===== config.mk =====
export PLATFORM = sky130hd
export DESIGN_NAME = paced_fifo_read_port_core
export DESIGN_NICKNAME = d
export VERILOG_FILES = /design/src/hdl/pfrp_pkg.sv /design/src/hdl/pfrp_ring.sv /design/src/hdl/pfrp_ctrl.sv /design/src/hdl/paced_fifo_read_port_core.sv
export SDC_FILE = /design/constraint.sdc
export NUM_CORES = 2
export LEC_CHECK = 0
export BUFFER_PORTS_ARGS = -buffer_cell sky130_fd_sc_hd__clkbuf_2
export CORE_MARGIN = 1
export CORE_UTILIZATION = 61
export CTS_BUF_LIST = sky130_fd_sc_hd__clkbuf_16
export DETAILED_ROUTE_END_ITERATION = 6
export PLACE_DENSITY = 0.77
export SYNTH_ARGS = -nofsm -noshare
export SYNTH_HDL_FRONTEND = slang
export SYNTH_HIERARCHICAL = 1
export SYNTH_SLANG_ARGS = --single-unit

===== constraint.sdc =====
create_clock -name clock -period 20.3 [get_ports clock]
set_clock_uncertainty 0.1 [all_clocks]
set_input_delay 0 -clock clock [delete_from_list [all_inputs] [get_ports clock]]
set_output_delay 0 -clock clock [all_outputs]
set_load 0.005 [all_outputs]

===== src/hdl/pfrp_pkg.sv =====
// Shared types and codes for the paced FIFO read port.
package pfrp_pkg;

   // Item kinds on the request channel
   typedef enum logic [1:0] {
      MODE_PIN   = 2'd0,
      MODE_PUSH  = 2'd1,
      MODE_CLEAR = 2'd2,
      MODE_TICK  = 2'd3
   } mode_type;

   // Control register indexes
   localparam logic CSR_READY_MODE = 1'b0;
   localparam logic CSR_PACE_TICKS = 1'b1;

   localparam logic [7:0] PACE_TICKS_RESET = 8'd4;

   // Ring commands, at most one set per item
   typedef struct packed {
      logic push;
      logic pop;
      logic clear;
   } ring_cmd_type;

   // Ring status: empty/full/head before the command, level after it
   typedef struct packed {
      logic       empty;
      logic       full;
      logic [7:0] head;
      logic [7:0] level;
   } ring_stat_type;

   // Port state after one item
   typedef struct packed {
      logic        offered;
      logic        hold_active;
      logic [7:0]  offered_byte;
      logic [7:0]  captured_bus;
      logic [31:0] read_total;
      logic [31:0] drop_total;
      logic        dropped;
   } ctrl_out_type;

endpackage


===== src/hdl/pfrp_ring.sv =====
// Byte ring with registered-read memory and a head-of-queue bypass.
module pfrp_ring #(
   parameter int DEPTH = 256
) (
   input  logic                   clock,
   input  logic                   reset,
   input  pfrp_pkg::ring_cmd_type cmd,
   input  logic [7:0]             wr_data,
   output pfrp_pkg::ring_stat_type stat
);

   localparam int AW = $clog2(DEPTH);

   logic [7:0]    mem [DEPTH];
   logic [AW-1:0] write_ptr_ff, write_ptr_in;
   logic [AW-1:0] read_ptr_ff, read_ptr_in;
   logic [AW-1:0] count_ff, count_in;
   logic [AW-1:0] write_nx, read_nx;
   logic [7:0]    mem_q_ff;
   logic          byp_ff, byp_in;
   logic [7:0]    byp_data_ff;
   logic          push_ok, pop_ok;
   logic [AW+7:0] count_ext;

   // Pointer wrap at DEPTH
   assign write_nx = (write_ptr_ff == AW'(DEPTH - 1)) ? '0 : write_ptr_ff + AW'(1);
   assign read_nx  = (read_ptr_ff == AW'(DEPTH - 1)) ? '0 : read_ptr_ff + AW'(1);

   assign stat.empty = (write_ptr_ff == read_ptr_ff);
   assign stat.full  = (write_nx == read_ptr_ff);
   assign stat.head  = byp_ff ? byp_data_ff : mem_q_ff;

   assign push_ok = cmd.push && !stat.full;
   assign pop_ok  = cmd.pop && !stat.empty;

   // Next pointers and fill count
   always_comb begin
      write_ptr_in = write_ptr_ff;
      read_ptr_in  = read_ptr_ff;
      count_in     = count_ff;
      if (cmd.clear) begin
         write_ptr_in = '0;
         read_ptr_in  = '0;
         count_in     = '0;
      end else if (push_ok) begin
         write_ptr_in = write_nx;
         count_in     = count_ff + AW'(1);
      end else if (pop_ok) begin
         read_ptr_in = read_nx;
         count_in    = count_ff - AW'(1);
      end
   end

   // Level after the command, saturated to a byte
   assign count_ext  = {8'd0, count_in};
   assign stat.level = (count_ext > (AW+8)'(255)) ? 8'hFF : count_ext[7:0];

   // A write to the slot that becomes the head is forwarded for one cycle
   assign byp_in = push_ok && (write_ptr_ff == read_ptr_in);

   always_ff @(posedge clock) begin
      if (reset) begin
         write_ptr_ff <= '0;
         read_ptr_ff  <= '0;
         count_ff     <= '0;
         byp_ff       <= 1'b0;
      end else begin
         write_ptr_ff <= write_ptr_in;
         read_ptr_ff  <= read_ptr_in;
         count_ff     <= count_in;
         byp_ff       <= byp_in;
      end
   end

   // Storage: one write port, one registered read at the next head
   always_ff @(posedge clock) begin
      if (push_ok) begin
         mem[write_ptr_ff] <= wr_data;
      end
      mem_q_ff    <= mem[read_ptr_in];
      byp_data_ff <= wr_data;
   end

endmodule


===== src/hdl/pfrp_ctrl.sv =====
// Offer, strobe edge and pacing logic of the read port.
module pfrp_ctrl (
   input  logic                    clock,
   input  logic                    reset,
   input  logic                    fire,
   input  logic [1:0]              mode,
   input  logic [7:0]              push_byte,
   input  logic                    rd_level,
   input  logic [7:0]              bus_value,
   input  logic [7:0]              pace_ticks,
   input  pfrp_pkg::ring_stat_type stat,
   output pfrp_pkg::ring_cmd_type  cmd,
   output pfrp_pkg::ctrl_out_type  res
);

   logic        prev_strobe_ff, prev_strobe_in;
   logic        offered_ff;
   logic        hold_active_ff;
   logic [7:0]  hold_left_ff, hold_left_in;
   logic [7:0]  offered_byte_ff;
   logic [7:0]  captured_bus_ff;
   logic [31:0] read_total_ff;
   logic [31:0] drop_total_ff;

   pfrp_pkg::ring_cmd_type cmd_raw;

   // One item: action, presentation check, strobe edges
   always_comb begin
      logic       have;
      logic [7:0] hd;
      have           = !stat.empty;
      hd             = stat.head;
      cmd_raw        = '0;
      res.offered      = offered_ff;
      res.hold_active  = hold_active_ff;
      res.offered_byte = offered_byte_ff;
      res.captured_bus = captured_bus_ff;
      res.read_total   = read_total_ff;
      res.drop_total   = drop_total_ff;
      res.dropped      = 1'b0;
      hold_left_in     = hold_left_ff;
      prev_strobe_in   = prev_strobe_ff;

      case (pfrp_pkg::mode_type'(mode))
         pfrp_pkg::MODE_PIN: begin
         end
         pfrp_pkg::MODE_PUSH: begin
            cmd_raw.push = 1'b1;
            if (stat.full) begin
               res.drop_total = drop_total_ff + 32'd1;
               res.dropped    = 1'b1;
            end else if (!have) begin
               have = 1'b1;
               hd   = push_byte;
            end
         end
         pfrp_pkg::MODE_CLEAR: begin
            cmd_raw.clear   = 1'b1;
            have            = 1'b0;
            res.offered     = 1'b0;
            res.hold_active = 1'b0;
         end
         pfrp_pkg::MODE_TICK: begin
            if (hold_active_ff && (hold_left_ff != 8'd0)) begin
               hold_left_in = hold_left_ff - 8'd1;
            end
         end
         default: begin
         end
      endcase

      // Presentation: offer the head once any hold has run out
      if (!res.offered && !(res.hold_active && (hold_left_in != 8'd0))) begin
         res.hold_active = 1'b0;
         if (have) begin
            res.offered      = 1'b1;
            res.offered_byte = hd;
         end
      end

      // RD# edges: falling captures the bus, rising completes the read
      if (pfrp_pkg::mode_type'(mode) == pfrp_pkg::MODE_PIN) begin
         if (prev_strobe_ff && !rd_level) begin
            res.captured_bus = bus_value;
         end else if (!prev_strobe_ff && rd_level) begin
            if (res.offered) begin
               cmd_raw.pop    = 1'b1;
               res.read_total = read_total_ff + 32'd1;
            end
            res.offered     = 1'b0;
            res.hold_active = 1'b1;
            hold_left_in    = pace_ticks;
         end
         prev_strobe_in = rd_level;
      end
   end

   assign cmd = fire ? cmd_raw : '0;

   always_ff @(posedge clock) begin
      if (reset) begin
         prev_strobe_ff  <= 1'b1;
         offered_ff      <= 1'b0;
         hold_active_ff  <= 1'b0;
         hold_left_ff    <= 8'd0;
         offered_byte_ff <= 8'd0;
         captured_bus_ff <= 8'd0;
         read_total_ff   <= 32'd0;
         drop_total_ff   <= 32'd0;
      end else if (fire) begin
         prev_strobe_ff  <= prev_strobe_in;
         offered_ff      <= res.offered;
         hold_active_ff  <= res.hold_active;
         hold_left_ff    <= hold_left_in;
         offered_byte_ff <= res.offered_byte;
         captured_bus_ff <= res.captured_bus;
         read_total_ff   <= res.read_total;
         drop_total_ff   <= res.drop_total;
      end
   end

endmodule


===== src/hdl/paced_fifo_read_port_core.sv =====
// Paced FIFO read port: request register, port logic, ring and result register.
// One request is taken every clock while the result side does not stall; its
// result is offered from the result register: the request register feeds the
// port logic, which updates the state and loads the result register together.
// The ring is a single-write, single-read memory whose read data is registered
// at the next head position; a byte written into an empty ring is forwarded,
// so a back-to-back push and pin sample sees it at once. No clearing pass
// follows reset. The result register does not part the two channels: a stall
// on a full result register holds the request register and reaches req_stall
// in the same cycle.
module paced_fifo_read_port_core #(
   parameter int DEPTH = 256
) (
   input  logic        clock,
   input  logic        reset,
   // request channel
   input  logic        req_valid,
   output logic        req_stall,
   input  logic [1:0]  req_mode,
   input  logic [7:0]  req_push_byte,
   input  logic        req_rd_level,
   input  logic [7:0]  req_bus_value,
   // result channel
   output logic        rsp_valid,
   input  logic        rsp_stall,
   output logic        rsp_rxf_n,
   output logic        rsp_txe_n,
   output logic        rsp_drive_enable,
   output logic [7:0]  rsp_drive_data,
   output logic [7:0]  rsp_queue_level,
   output logic        rsp_push_dropped,
   output logic        rsp_pacing,
   output logic [7:0]  rsp_last_read_bus,
   output logic [31:0] rsp_bytes_read,
   output logic [31:0] rsp_overflow_count,
   // control register writes
   input  logic        csr_valid,
   output logic        csr_ready,
   input  logic        csr_index,
   input  logic [7:0]  csr_data
);

   logic       s1_valid_ff;
   logic [1:0] s1_mode_ff;
   logic [7:0] s1_push_byte_ff;
   logic       s1_rd_level_ff;
   logic [7:0] s1_bus_value_ff;
   logic       fire;
   logic       out_valid_ff;
   logic       ready_mode_ff;
   logic [7:0] pace_ticks_ff;
   logic [7:0] level_ff;
   logic       txe_n_ff;

   pfrp_pkg::ring_cmd_type  ring_cmd;
   pfrp_pkg::ring_stat_type ring_stat;
   pfrp_pkg::ctrl_out_type  ctrl_res;
   pfrp_pkg::ctrl_out_type  out_ff;

   // Handshake: process when the result register is free or emptying
   assign fire      = s1_valid_ff && (!out_valid_ff || !rsp_stall);
   assign req_stall = s1_valid_ff && !fire;

   // Request register
   always_ff @(posedge clock) begin
      if (reset) begin
         s1_valid_ff <= 1'b0;
      end else if (!req_stall) begin
         s1_valid_ff <= req_valid;
      end
   end

   always_ff @(posedge clock) begin
      if (req_valid && !req_stall) begin
         s1_mode_ff      <= req_mode;
         s1_push_byte_ff <= req_push_byte;
         s1_rd_level_ff  <= req_rd_level;
         s1_bus_value_ff <= req_bus_value;
      end
   end

   // Control registers, always writable
   assign csr_ready = 1'b1;

   always_ff @(posedge clock) begin
      if (reset) begin
         ready_mode_ff <= 1'b0;
         pace_ticks_ff <= pfrp_pkg::PACE_TICKS_RESET;
      end else if (csr_valid) begin
         case (csr_index)
            pfrp_pkg::CSR_READY_MODE: ready_mode_ff <= csr_data[0];
            pfrp_pkg::CSR_PACE_TICKS: pace_ticks_ff <= csr_data;
            default: begin
            end
         endcase
      end
   end

   pfrp_ctrl u_ctrl (
      .clock      (clock),
      .reset      (reset),
      .fire       (fire),
      .mode       (s1_mode_ff),
      .push_byte  (s1_push_byte_ff),
      .rd_level   (s1_rd_level_ff),
      .bus_value  (s1_bus_value_ff),
      .pace_ticks (pace_ticks_ff),
      .stat       (ring_stat),
      .cmd        (ring_cmd),
      .res        (ctrl_res)
   );

   pfrp_ring #(
      .DEPTH (DEPTH)
   ) u_ring (
      .clock   (clock),
      .reset   (reset),
      .cmd     (ring_cmd),
      .wr_data (s1_push_byte_ff),
      .stat    (ring_stat)
   );

   // Result register
   always_ff @(posedge clock) begin
      if (reset) begin
         out_valid_ff <= 1'b0;
      end else if (fire) begin
         out_valid_ff <= 1'b1;
      end else if (!rsp_stall) begin
         out_valid_ff <= 1'b0;
      end
   end

   always_ff @(posedge clock) begin
      if (fire) begin
         out_ff   <= ctrl_res;
         level_ff <= ring_stat.level;
         txe_n_ff <= !ready_mode_ff;
      end
   end

   assign rsp_valid          = out_valid_ff;
   assign rsp_rxf_n          = !out_ff.offered;
   assign rsp_txe_n          = txe_n_ff;
   assign rsp_drive_enable   = out_ff.offered;
   assign rsp_drive_data     = out_ff.offered ? out_ff.offered_byte : 8'd0;
   assign rsp_queue_level    = level_ff;
   assign rsp_push_dropped   = out_ff.dropped;
   assign rsp_pacing         = out_ff.hold_active;
   assign rsp_last_read_bus  = out_ff.captured_bus;
   assign rsp_bytes_read     = out_ff.read_total;
   assign rsp_overflow_count = out_ff.drop_total;

`ifndef ASSERT_OFF
   // Ring can never report full and empty together
   a_ring_full_empty: assert property (@(posedge clock) disable iff (reset)
      !(ring_stat.full && ring_stat.empty))
      else $error("ring reports full and empty together");

   // A read only pops a ring that holds a byte
   a_pop_nonempty: assert property (@(posedge clock) disable iff (reset)
      ring_cmd.pop |-> !ring_stat.empty)
      else $error("pop issued on an empty ring");

   // Only one ring command per item
   a_one_cmd: assert property (@(posedge clock) disable iff (reset)
      $onehot0({ring_cmd.push, ring_cmd.pop, ring_cmd.clear}))
      else $error("more than one ring command at once");

   // A request transfer is always held in the request register next cycle
   a_req_taken: assert property (@(posedge clock) disable iff (reset)
      (req_valid && !req_stall) |=> s1_valid_ff)
      else $error("accepted request lost");
`endif

endmodule

### After elaboration in Yosys (flattened, before gate mapping)

Memories as Yosys holds them, arrays and structs flattened. A register that Yosys moved wholly into a read port is not among the register bits.
Index checks and enable logic that the tools add are counted.

* logic and storage cells: 126
* memories: 1
* register bits after elaboration: 246
* input bits: 33
* bits in writable memories: 2048

* bitwise gates (word level): 1
* $lt $le $gt $ge: 1
* add/subtract/negate cells: 7
* eq/ne operators: 9
* mux-type cells: 46
* reduce and logical (&&, ||, !) cells: 31

Memory list
* u_ring.mem: depth 256, width 8, rd ports 1, clocked after Yosys merged registers in 1, write ports 1, line pfrp_ring.sv:14 `logic [7:0] mem [DEPTH];`

Operators by type and width (count)
* two-way mux 8 bit: 20
* two-way mux 32 bit: 3
* two-way mux 33 bit: 2
* adder 32 x 1 -> 32 bit, second input constant: 2
* two-way mux 40 bit: 1
* adder 8 x 1 -> 8 bit, second input constant: 3
* equality test 8 bit: 3
* equality test 8 bit, second input constant: 2
* nonzero test 8 bit: 2
* subtractor 8 x 1 -> 8 bit, second input constant: 2
* two-way mux 1 bit: 13
* zero test 1 bit: 12
* logical AND 1 bit: 11
* two-way mux 10 bit: 1
* > comparator 8 bit, second input constant: 1
* two-way mux 2 bit: 4
* AND reduction 2 bit: 3
* equality test 2 bit, second input constant: 2
* two-way mux 3 bit: 1
* equality test 2 x 1 -> 1 bit, second input constant: 1
* zero test 2 bit: 1
* != test 2 x 1 -> 1 bit, second input constant: 1
* case mux 1 bit (2 select lines): 1
* OR reduction 2 bit: 1
* 2 further kinds: 2

### Logic depth before layout (Yosys ltp)

* word-level depth: 20
* gate-level depth with buffers: 31

### Cells and area by module

Netlist, hierarchy kept.

By module, submodules not included
* pfrp_ring: sequential area each 62319.8 um^2, instances 1, area each 84374.7 um^2, cells each 6105
* pfrp_ctrl: sequential area each 1821.7 um^2, instances 1, area each 5854.4 um^2, cells each 740
* paced_fifo_read_port_core: sequential area each 3553.4 um^2, instances 1, area each 4428.0 um^2, cells each 245

### Least setup slack after synthesis

OpenSTA, ideal clock, no wires.

* kind: register -> register
* start: register s1_valid_ff
* end: register u_ring.mem_q_ff[4] (read register of u_ring.mem)
* data required time: 20.055 ns
* path buffers: 7
* arrival time: 11.148 ns
* stages on the path, launching flop included: 23
* path slack: 8.907 ns
* path through: dfxtp_1 a21boi_0 clkbuf_1 inv_1 nor2_1 o21ai_1 buf_2 inv_1 o21ai_1 or3_1 or4_1 o211a_1 buf_2 buf_2 buf_2 buf_2 buf_2 a21oi_1 a211oi_1 o21ai_0 o21ai_0 a221oi_1 a41oi_1

RTL lines
* from (decl): line paced_fifo_read_port_core.sv:43 `logic s1_valid_ff;`
* from (signal assigned): line paced_fifo_read_port_core.sv:69 `s1_valid_ff <= req_valid;`
* to (decl): line pfrp_ring.sv:19 `logic [7:0] mem_q_ff;`

==> metrics.md <==
| Metric | Value |
|---|---|
| Worst setup margin | `8.41 ns` |
| Most frequent cells in the layout | `edfxtp_1, nand2_1, nand3_1` |
| WL per Instance | `27.1 um` |
| Final min period | `11.89 ns` |
| Number of synthesized flops with an enable pin | `2159` |
| Total core area | `0.154 mm^2` |
| Post-Syn Instances | `7090` |
| Vias | `61.2k` |
| Max clock buf depth | `3` |
| Cell taking the most area after synthesis | `edfxtp_1` |
| # IOs | `~130` |
| Critical Path Sink Type | `register` |
| Clock slew seen by the registers of the worst setup and hold paths | `0.06 ns` |
| Initial antenna violation count | `11` |
| Total GRT Usage | `31.8%` |
| Num Clock Sinks | `2302` |
| Iter 0 DRT Violations | `around 8.8k` |
| Final Max Tran Viols | `0` |
| Yosys top cell area share | `approximately two thirds` |
| RePlAce Congestion | `0.932` |
| Drc violations | `0` |
| Worst-skew pair later-pin latency | `0.84 ns` |
| TNS Setup | `0 ns` |
| Startpoint types | `register` |
| Nets | `7126` |
| Number of synthesized register bits | `~2.3k` |
| Root Driver | `clkbuf_16` |
| Die Wd | `396 um` |
| Vias in the first global route | `roughly 58k` |
| CP required | `approximately 21 ns` |
| CP Max Fanout | `139` |
| Commonest non-fill, non-tap cell in the layout | `edfxtp_1` |
| DP HPWL | `145000 um` |
| CP arrival | `~13 ns` |
| I/O Buffers | `127` |
| Pin count of the biggest net entering global routing | `202` |
| Final setup violation count | `0` |
| Drt total wl | `about 250000 um` |
| GRT overflow | `0` |
| Initial Util | `61.4%` |
| VDD IR max | `a little over 0.08 mV` |
| Num CTS Buffers | `~220` |
| Hold/Removal Path Class | `primary input to register` |
| RSZ-0062 raised after global routing | `false` |
| Die Ht | `396 um` |
| Post-cts resize count | `0` |
| Top cells by area, synth | `edfxtp_1, nand2_1, mux2i_1` |
| Die area | `0.157 mm^2` |
| Avg Inst Size Synth | `13.4 um^2` |
| Register area share after synthesis | `between 70% and 80%` |
| Max Clock Freq | `around 84 MHz` |
| Max_slew headroom | `9.33%` |
| Cell Area, Synth | `0.0947 mm^2` |
| Period utilisation layout | `between 50% and 60%` |
| Total Power | `9230 uW` |
| Post-synthesis cell type count | `101` |
| Slew @ Worst Pin | `between 1 and 1.5 ns` |
| WHS | `0.0631 ns` |
| Final Hold Viols | `0` |
| ANT nets after route | `0` |
| Ys Warns | `6` |
| Top_reg_cell synth | `edfxtp_1` |
| First-pass GRT wire length | `372000 um` |
| H-tree Lvls | `4` |
| TritonRoute pass-1 iters | `6` |
| TritonCTS clock tree | `done` |
| Kind of critical path | `register to register` |
| Num rows | `144` |
| Asr flop ratio synth | `0%` |
| Leakage power | `roughly 0.036 uW` |
| Share of layout cells above drive strength 1 | `under 10%` |
| Detail-routed via count per cell | `6.57` |
| Placement Setup Slack | `8.93 ns` |
| Synth-to-Final Area Change | `9.48%` |
| Mapped Nets | `approximately 7.1k` |
| Status | `complete, no violations` |
| Pwr Density | `around 89 mW/mm^2` |
| Max-Cap Viols | `0` |
metal layers:
metal | share of wire [%] | global-route usage, % | vias up | wire [um]
li1 | - | - | 26345 | -
met1 | 36 | 43.2 | 30047 | 91700
met2 | 47 | 49.7 | 4170 | 118000
met3 | 13 | 7.13 | 641 | 31900
met4 | 4.3 | 13.3 | 12 | 10900
met5 | 0.034 | 0 | - | 87
synthesized netlist by cell type, types with 19 or more instances:
master and number:
xor2_1 69, buf_4 114, mux2_2 45, inv_1 30, a211oi_1 19, a21oi_1 256, o221ai_1 74, edfxtp_1 2159
and3_1 122, nor4_1 30, or4_1 32, o21ai_0 97, o22ai_1 39, buf_2 197, a221oi_1 48, clkbuf_1 170
nor3_1 57, nand4_1 31, mux2i_1 363, buf_1 36, dfxtp_1 143, nand3_1 451, xnor2_1 62, nor2_1 428
a22oi_1 19, a31oi_1 82, a311oi_1 90, nand2_1 1452, a32oi_1 42, nor2b_1 20
state kept, by name, indices dropped and copies added, names as in the netlist, 2 cells and up:
register and cells:
rsp_bytes_read 32, rsp_queue_level 8, s1_mode_ff 2, u_ctrl/offered_byte_ff 8
u_ring/mem 2048, out_ff 8, rsp_overflow_count 32, u_ring/byp_data_ff 8
s1_push_byte_ff 8, u_ring/mem_q_ff 8, u_ring/count_ff 8, u_ring/write_ptr_ff 8
u_ring/read_ptr_ff 8, u_ctrl/read_total_ff 32, u_ctrl/captured_bus_ff 8, u_ctrl/drop_total_ff 32
rsp_last_read_bus 8, u_ctrl/hold_left_ff 8, s1_bus_value_ff 8, pace_ticks_ff 8
cell families (layout without fill, tap and decap cells):
logic type	after synthesis	in the layout	synth area share [%]
muxes	409	409	4.39
AOI/OAI and AO/OA	950	950	7.06
and+or+nand+nor	2711	2711	12.4
adders and majority gates	15	15	0.198
DFF	2302	2302	71.5
other	1	3	0.00396
buffers and inverters	570	748	3.17
xor gates and xnor gates	132	132	1.23
path summary, 6_finish.rpt:
| path | slack [ns] | depth (start not counted) | endpoint | startpoint |
|---|---|---|---|---|
| max | 8.41 | 25 | u_ring/mem_q_ff[6]$_DFF_P_ | u_ring/write_ptr_ff[4]$_SDFFE_PP0P_ |
| min | 0.06 | 3 | u_ctrl/drop_total_ff[12]$_SDFFE_PP0P_ | reset |
| max reg2reg | 8.41 | 25 | u_ring/mem_q_ff[6]$_DFF_P_ | u_ring/write_ptr_ff[4]$_SDFFE_PP0P_ |
| min reg2reg | 0.36 | 1 | rsp_txe_n$_DFFE_PP_ | ready_mode_ff$_SDFFE_PP0P_ |
area by class of cell:
type / count / area, um^2
timing repair buffer: 307 / 2300
inverter: 30 / 113
antenna: 2 / 5.00
clock buffer: 224 / 5610
clock inverter: 187 / 1220
sequential: 2302 / 67700
multi-input combinational: 4218 / 24100
tap: 2044 / 2560
fill: 10295 / 50400
worst max-delay path, cell delays in order (launching register included):
cell and delay, ns:
dfxtp_1 0.75, nand4_2 0.73, a21oi_1 0.41, nor4_1 0.12, a311oi_2 0.48, nor3_2 0.08
buf_4 0.21, nand2b_1 0.15, a22o_1 0.23, a2111o_1 0.43, o31ai_4 0.66, o21ai_1 0.45
inv_1 0.38, o2111ai_1 0.19, a2111oi_0 0.57, a32o_1 0.35, a21o_4 0.64, buf_12 0.51
buf_4 0.70, buf_4 0.74, nand2_1 0.16, a32o_1 0.31, o32a_1 0.47, a221oi_1 0.94
a211oi_1 0.32, a211oi_2 0.28
per-stage QoR:
step | util (%) | std cells | instance area [um^2]
after floorplan | - | 7090 | 94700
after global placement | 62.3 | 8825 | 96000
after detailed placement | 62.3 | 8825 | 96000
after CTS | 67.3 | 9312 | 104000
after global routing | 67.3 | 9312 | 104000
final | 67.3 | 9314 | 104000
what timing repair did:
action	in CTS	in global routing
buffers inserted	0	0
hold endpoints to repair	123	0
hold buffers	76	0
report_power, final:
group / switching [uW] / internal (uW) / leakage [uW]
combinational: 116 / 35.9 / 0.0123
clock: 1730 / 2130 / 0.00359
sequential: 7.12 / 5200 / 0.0206
total: 1860 / 7370 / 0.0365
(Power assumes the default switching activity.)
